==> src/hdl/spq_pkg.sv <==
// Shared constants and control/status types for the stable priority queue.
package spq_pkg;

	localparam int DEF_CAPACITY = 256;

	localparam int KIND_W   = 2;
	localparam int SEV_W    = 16;
	localparam int TAG_W    = 16;
	localparam int STAMP_W  = 32;
	localparam int STATUS_W = 3;
	localparam int OCC_W    = 9;

	// stream word widths, padded to whole bytes
	localparam int S_TDATA_W = 32;
	localparam int M_TDATA_W = 48;

	localparam logic [KIND_W-1:0] KIND_INSERT = 2'd0;
	localparam logic [KIND_W-1:0] KIND_SERVE  = 2'd1;
	localparam logic [KIND_W-1:0] KIND_CLEAR  = 2'd2;
	localparam logic [KIND_W-1:0] KIND_RSVD   = 2'd3;  // decoded as clear

	localparam logic [STATUS_W-1:0] STATUS_INSERTED = 3'd0;
	localparam logic [STATUS_W-1:0] STATUS_SERVED   = 3'd1;
	localparam logic [STATUS_W-1:0] STATUS_FULL     = 3'd2;
	localparam logic [STATUS_W-1:0] STATUS_EMPTY    = 3'd3;
	localparam logic [STATUS_W-1:0] STATUS_CLEARED  = 3'd4;

	// controller -> datapath
	typedef struct packed {
		logic latch;      // capture input word
		logic scan_init;  // reset best-entry tracking
		logic scan_rd;    // read next slot
		logic finish;     // apply update and load result
	} cmd_t;

	// datapath -> controller
	typedef struct packed {
		logic is_serve;
		logic empty;
		logic scan_last;  // slot being read is the last occupied one
		logic out_free;   // result register can take a new word
	} stat_t;

endpackage

==> src/hdl/spq_ctrl.sv <==
// Sequencer for the stable priority queue: decode, slot scan, commit.
module spq_ctrl (
	input  logic              clk,
	input  logic              arst_n,
	input  logic              s_tvalid,
	output logic              s_tready,
	input  spq_pkg::stat_t    stat,
	output spq_pkg::cmd_t     cmd
);

	typedef enum logic [4:0] {
		ST_IDLE   = 5'b00001,
		ST_DECODE = 5'b00010,
		ST_SCAN   = 5'b00100,
		ST_DRAIN  = 5'b01000,
		ST_FIN    = 5'b10000
	} state_t;

	state_t state_q, state_d;

	always_ff @(posedge clk or negedge arst_n) begin
		if (!arst_n) begin
			state_q <= ST_IDLE;
		end else begin
			state_q <= state_d;
		end
	end

	always_comb begin
		state_d  = state_q;
		cmd      = '0;
		s_tready = 1'b0;
		case (state_q)
			ST_IDLE: begin
				s_tready = 1'b1;
				if (s_tvalid) begin
					cmd.latch = 1'b1;
					state_d   = ST_DECODE;
				end
			end
			ST_DECODE: begin
				if (stat.is_serve && !stat.empty) begin
					cmd.scan_init = 1'b1;
					state_d       = ST_SCAN;
				end else begin
					state_d = ST_FIN;
				end
			end
			ST_SCAN: begin
				cmd.scan_rd = 1'b1;
				if (stat.scan_last) begin
					state_d = ST_DRAIN;
				end
			end
			ST_DRAIN: begin
				// last read word is compared this cycle
				state_d = ST_FIN;
			end
			ST_FIN: begin
				if (stat.out_free) begin
					cmd.finish = 1'b1;
					state_d    = ST_IDLE;
				end
			end
			default: begin
				state_d = ST_IDLE;
			end
		endcase
	end

endmodule

==> config.mk <==
export PLATFORM = sky130hd
export DESIGN_NAME = spq_ctrl
export DESIGN_NICKNAME = d
export VERILOG_FILES = /design/src/hdl/spq_pkg.sv /design/src/hdl/spq_ctrl.sv
export SDC_FILE = /design/constraint.sdc
export NUM_CORES = 1
export LEC_CHECK = 0
export CAP_MARGIN = 0
export CELL_PAD_IN_SITES_DETAIL_PLACEMENT = 1
export CELL_PAD_IN_SITES_GLOBAL_PLACEMENT = 2
export CORE_AREA = 2 2 39 41
export DETAILED_ROUTE_END_ITERATION = 10
export DIE_AREA = 0 0 41 43
export DONT_BUFFER_PORTS = 1
export PLACE_DENSITY = 0.62
export SLEW_MARGIN = 5
export SYNTH_ARGS = -nofsm -noshare
export SYNTH_HDL_FRONTEND = slang
export SYNTH_SLANG_ARGS = --single-unit
export TNS_END_PERCENT = 1
==> constraint.sdc <==
create_clock -name clk -period 1.9 [get_ports clk]
set_clock_uncertainty 0.05 [all_clocks]
set_input_delay 0.285 -clock clk [delete_from_list [all_inputs] [get_ports clk]]
set_output_delay 0.285 -clock clk [all_outputs]
set_load 0.02 [all_outputs]
# --- Word level (Yosys, flattened, before mapping) ---
# Cells that the tools add are included.
totals:
  word_cells: 25
  regBits: 5
  out_inout_bits: 5
op_classes:
  muxes: 13
  n_eq_ne: 8
  n_reduce_logical: 3
ops:
  columns: ["operator", "count"]
  rows:
  - ["case mux 5 bit (5 select lines)", 1]
  - ["2-to-1 mux 5 bit", 4]
  - ["2-to-1 mux 1 bit", 8]
  - ["inequality test 2 bit, second input constant", 3]
  - ["equality test 5 x 1 -> 1 bit, second input constant", 1]
  - ["equality test 5 x 2 -> 1 bit, second input constant", 1]
  - ["equality test 5 x 3 -> 1 bit, second input constant", 1]
  - ["equality test 5 x 4 -> 1 bit, second input constant", 1]
  - ["equality test 5 bit, second input constant", 1]
  - ["AND reduction 3 bit", 1]
  - ["logical AND 1 bit", 1]
  - ["logical NOT 1 bit", 1]

# --- Depth between registers and ports, before layout ---
# Gate-level depths: netlist of the first run.
logic_depth:
  depth_word: 4
  depth_mapped: 4
  depth_no_buf: 3

# --- Least setup slack after synthesis of the first run ---
# No wires, ideal clock.
synth_path:
  path_kind: "flip-flop to output port"
  startpoint: "reg state_q[3]"
  endpoint: "out cmd[3] in the netlist's numbering"
  arrival_ns: 1.241
  required_time_ns: 1.565
  n_path_buf: 1
  setup_slack_ns: 0.324
  stages_incl_launch_ff: 5
  cell_sequence: "dfrtp_1 -> buf_6 -> nor3_2 -> and3b_1 -> and2_1"
synth_lines:
  columns: ["item", "line_no", "rtl"]
  rows:
  - ["from (decl)", "spq_ctrl.sv:19", "state_t state_q, state_d;"]
  - ["from (signal assigned)", "spq_ctrl.sv:25", "state_q <= state_d;"]
  - ["to (decl)", "spq_ctrl.sv:8", "output spq_pkg::cmd_t cmd"]

==> flow_summary.json, run 1 <==
{
  "status": "complete, no violations",
  "synth_cell_types": 24,
  "grt_first_pass_wirelength_um": 1250,
  "finalCritPeriodShare_pct": 93.8,
  "synth_compound_area_share_pct": 10.6,
  "dp.cells": 52,
  "hold_path_depth": 1,
  "avgRoutedWirePerCell_um": 13.4,
  "cts_buffer_depth": 2,
  "dp_worst_setup_slack_ps": 386,
  "top_register": "state_q",
  "grt_pass1_vias": 309,
  "syn_nets": 44,
  "place.gp.congestion": 0.674,
  "required_ps": 1560,
  "clk_latency_ps": 240,
  "largest_reg_flops": 5,
  "top_regs": "state_q: 5 flops",
  "rsz0062_at_grt": "no",
  "num_rows": 14,
  "cts-root-buf": "clkbuf_4",
  "synth_area_per_cell_um2": 9.87,
  "relSlewSlack_pct": 75.2,
  "cts_max_level": 1,
  "dieHeight_um": 43,
  "worstMarginPinSlew_ps": 370,
  "seq_area_frac_synth_pct": 34.6,
  "area_growth_pct": 13.0,
  "portBuffers": 0,
  "critPathTopFamily": "simple AND/OR/NAND/NOR gates",
  "synthCells": 37,
  "worstSetupEndpointType": "output pin",
  "worstPathMaxFanout": 9,
  "crit_type": "reg -> out",
  "hold_viol_final": 0,
  "cts_setup_buffers": 0,
  "r2r_cells": 3,
  "cp-start-kind": "flop",
  "syn_area_um2": 365,
  "postCtsHoldBufs": 1,
  "wirelength_um": 765,
  "synth-simple-area-share_pct": 47.9,
  "start_util_pct": 26.4,
  "synth_top_family_by_area": "simple AND/OR/NAND/NOR gates",
  "critical_path_arrival_ps": 1450,
  "drc": 0,
  "p_per_area_nw_per_um2": 1330,
  "timing.rr.start": "state_q[1]",
  "fp.coreArea_um2": 1380,
  "globalRouteTotalUtil_pct": 11.0,
  "post-dp-hpwl_um": 603,
  "muxShareOfSynthArea_pct": 0,
  "grt_max_degree": 10,
  "drive_gt1_share_pct": 22.0,
  "cp_cell_sequence": "nor4_1 > and3_1",
  "synth_warnings": 0,
  "die_x_um": 41,
  "setup-violations-final": 0,
  "synth_xor_area_share_pct": 2.40,
  "cap_violations": 0,
  "fin_tns_setup_ps": 0,
  "final_cells": 57,
  "worst-path-buf-inv": 0,
  "ys_ff_latch": 5,
  "cts_tree": "done",
  "hold_start": "s_tvalid",
  "regToRegEndpoint": "state_q[3]",
  "slowest_stage": "dfrtp_1",
  "clkTransAtPathRegs_ps": 40,
  "antenna_cells": 0,
  "layout_min_cycle_time_ps": 1780,
  "synth_fa_ha_area_share_pct": 0,
  "ant_nets": 0,
  "p_leak_nw": 0.172,
  "min_to": "state_q[1]",
  "antenna_found_initial": 0,
  "cts_buffers": 3,
  "overflow": 0,
  "boundaryPins": 12,
  "hp-class": "in -> reg",
  "fin_nets": 49,
  "cts.sinks": 5,
  "drtIter0Drc": 0,
  "layout.cells.most_common": "dfrtp_1",
  "cpPeakStageDelay_ps": 490,
  "dr_total_vias": 287,
  "dieArea_um2": 1760,
  "viasPerCell": 5.04,
  "fmax_mhz": 561,
  "regToRegSetupSlack_ps": 560,
  "cts_resized": 0,
  "peakVddDrop_mv": 0.535,
  "slew_violations": 0,
  "firstDrtPassIters": 1,
  "fin_ws_ps": 117
}
## per-layer routing
| metal | track usage, % | up-vias | share of wire [%] |
|---|---|---|---|
| met1 | 12.5 | 138 | 43 |
| met5 | 0 | - | 0 |
| met3 | 1.57 | 0 | 2.2 |
| met4 | 10.0 | 0 | 0 |
| li1 | - | 143 | - |
| met2 | 16.6 | 6 | 54 |
## stage by stage
| step | power, mW | util [%] | cell area, um^2 | hold slack [ps] |
|---|---|---|---|---|
| final | 0.549 | 29.8 | 413 | 129 |
| after global routing | 0.594 | 29.8 | 413 | 119 |
| after CTS | 0.556 | 29.8 | 413 | 123 |
| after detailed placement | 0.426 | 27.2 | 377 | -60.5 |
| after global placement | 0.423 | 27.2 | 377 | -60.5 |
| after floorplan | 0.366 | - | 365 | -60.6 |
## cell usage after synthesis
library cell	n	share of area (%)
a22oi_1	1	2.1
a211oi_1	1	2.1
nor4b_2	3	12
dfstp_2	1	7.2
and3b_1	1	2.4
nand2_1	1	1.0
nor3_2	1	2.7
nor2b_1	2	3.4
and2b_1	1	2.1
and3_1	2	3.4
nand3b_1	1	2.1
buf_6	1	3.1
nor2_1	3	3.1
and2_1	3	5.1
and4bb_1	1	3.4
xor2_1	1	2.4
buf_2	1	1.4
dfrtp_1	4	27
nor3_1	1	1.4
nor3b_1	1	2.1
o31a_1	1	2.4
o21ai_0	3	4.1
nand2b_1	1	1.7
nor4_1	1	1.7
## worst register-to-register path: cells and delay by family, from the launching register on
family / cells / cell delay (ps)
AND/OR/NAND/NOR: 3 / 780
flip-flops: 1 / 460
## cells by family after synthesis
group,Yosys count
AO/OA/AOI/OAI,6
XOR/XNOR,1
buffers and inverters,2
flip-flops,5
AND/OR/NAND/NOR,23
## worst max-delay path by stage
stage / startpoint / cells past startpoint / end
finish: state_q[3] / 2 / cmd[0]
global route: state_q[3] / 3 / cmd[2]
CTS: state_q[3] / 3 / cmd[2]
detailed placement: state_q[3] / 3 / cmd[2]
global placement: state_q[3] / 3 / cmd[2]
floorplan: state_q[3] / 4 / cmd[3]
## power breakdown
| part | total [mW] | internal (mW) | leakage [nW] | switching (mW) |
|---|---|---|---|---|
| combinational | 0.227 | 0.117 | 0.0916 | 0.110 |
| clock | 0.120 | 0.0792 | 0.0150 | 0.0410 |
| sequential | 0.201 | 0.142 | 0.0651 | 0.0587 |
## layout make-up
type	count	area [um^2]
clock buffer	4	26.3
fill	168	971
multi-input combinational	30	223
sequential	5	126
tap	16	20.0
timing repair buffer	2	17.5
Note: power is estimated with default switching activity, not from simulation.
==> run 2: changes to the inputs <==
--- a/config.mk
+++ b/config.mk
@@ -12,7 +12,7 @@
 export DETAILED_ROUTE_END_ITERATION = 10
 export DIE_AREA = 0 0 41 43
 export DONT_BUFFER_PORTS = 1
-export PLACE_DENSITY = 0.62
+export PLACE_DENSITY = 0.64
 export SLEW_MARGIN = 5
 export SYNTH_ARGS = -nofsm -noshare
 export SYNTH_HDL_FRONTEND = slang
==> constraint.sdc (replaced) <==
create_clock -name clk -period 1.6 [get_ports clk]
set_clock_uncertainty 0.05 [all_clocks]
set_input_delay 0.24 -clock clk [delete_from_list [all_inputs] [get_ports clk]]
set_output_delay 0.24 -clock clk [all_outputs]
set_load 0.02 [all_outputs]
==> flow_summary.json, run 2 (synthesis results as in run 1) <==
{
  "rsz0062_at_grt": "yes",
  "final_cell_mix": "7 x buf_4, 3 x nor4b_2, 3 x o21ai_0, 3 x clkbuf_4, 3 x dfrtp_1",
  "drive_gt1_share_pct": 44.7,
  "worstSetupEndpointType": "output pin",
  "largest_reg_flops": 5,
  "cts.sinks": 5,
  "finalCritPeriodShare_pct": 98.9,
  "hp-class": "in -> reg",
  "viasPerCell": 4.98,
  "worst-path-buf-inv": 1,
  "num_rows": 14,
  "dr_total_vias": 314,
  "dieHeight_um": 43,
  "avgRoutedWirePerCell_um": 14.6,
  "post-dp-hpwl_um": 753,
  "die_x_um": 41,
  "critPathTopFamily": "simple AND/OR/NAND/NOR gates",
  "antenna_cells": 0,
  "grt_max_degree": 9,
  "fin_ws_ps": 17.4,
  "cts_buffer_depth": 2,
  "relSlewSlack_pct": 79.4,
  "status": "complete, no violations",
  "worstMarginPinSlew_ps": 308,
  "wirelength_um": 918,
  "layout_min_cycle_time_ps": 1580,
  "cts_buffers": 3,
  "boundaryPins": 12,
  "required_ps": 1310,
  "area_growth_pct": 34.6,
  "dieArea_um2": 1760,
  "cap_violations": 0,
  "antenna_found_initial": 0,
  "crit_type": "reg -> out",
  "clk_latency_ps": 240,
  "grt_pass1_vias": 353,
  "top_register": "state_q",
  "fill_cells": 167,
  "cts_max_level": 1,
  "slew_violations": 0,
  "globalRouteTotalUtil_pct": 12.7,
  "drc": 0,
  "hold_viol_final": 0,
  "cpPeakStageDelay_ps": 420,
  "p_leak_nw": 0.209,
  "layout.cells.most_common": "buf_4",
  "overflow": 0,
  "fmax_mhz": 632,
  "ant_nets": 0,
  "fp.coreArea_um2": 1380,
  "p_per_area_nw_per_um2": 1520,
  "peakVddDrop_mv": 0.750,
  "fin_hold_ws_ps": 78.5,
  "dp_worst_setup_slack_ps": 220,
  "slowest_stage": "dfrtp_2",
  "top_regs": "state_q: 5 flops",
  "fin_nets": 55,
  "drtIter0Drc": 3,
  "setup-violations-final": 0,
  "multiInputGateArea_um2": 255,
  "power_mw": 0.746,
  "place.gp.congestion": 0.731,
  "cts-root-buf": "clkbuf_4",
  "cp_cell_sequence": "buf_4 > nor4_4 > and3_4",
  "critical_path_arrival_ps": 1290,
  "worstPathMaxFanout": 3,
  "start_util_pct": 26.4,
  "final-seq-area_um2": 128,
  "grt_first_pass_wirelength_um": 1440,
  "portBuffers": 0,
  "firstDrtPassIters": 2,
  "clkTransAtPathRegs_ps": 40,
  "cts_tree": "done",
  "cp-start-kind": "flop"
}
## run 2: changes by cell type in the layout (fill, tap and decap cells not counted), sizes merged
cell / before / now
buf: 1 / 7
## run 2: repair_timing
action	CTS	global route
hold buffers	1	0
cloned	0	0
setup buffers	0	1
resized for setup	5	5
pin swaps	0	2
setup endpoints to repair	3	4
endpoints found under the hold margin	5	0
## run 2: final timing paths
path	end	cells after the start	start	slack (ps)
max	cmd[0]	3	state_q[3]	20
min	state_q[1]	1	s_tvalid	80
max reg2reg	state_q[0]	4	state_q[1]	260
min reg2reg	state_q[4]	3	state_q[3]	670
max in group asynchronous	state_q[0]	1	arst_n	1010
min in group asynchronous	state_q[4]	1	arst_n	240
## run 2: area by class of cell
type	instances	area share, %
sequential	5	26.0
tap	16	4.07
timing repair buffer	8	12.7
multi-input combinational	30	51.9
clock buffer	4	5.34
## run 2: power breakdown
group | switching (mW) | internal, mW
registers | 0.0682 | 0.170
logic | 0.170 | 0.196
clock network | 0.0476 | 0.0940
## run 2: stage by stage
stage / TNS (ps) / utilization (%) / cells / cell area [um^2]
2_1_floorplan: 0 / - / 37 / 365
3_3_place_gp: 0 / 29.9 / 57 / 414
3_5_place_dp: 0 / 29.9 / 57 / 414
4_1_cts: -12.8 / 33.4 / 62 / 462
5_1_grt: -95.9 / 35.5 / 63 / 492
6_report: 0 / 35.5 / 63 / 492
## run 2: metal layers
metal  part of all wire [%]  global-route usage [%]  vias up
li1                       -                       -      156
met1                     36                    12.6      150
met2                     61                    22.2        8
met3                    3.3                    3.66        0
met4                      0                    6.00        0
met5                      0                       0        -
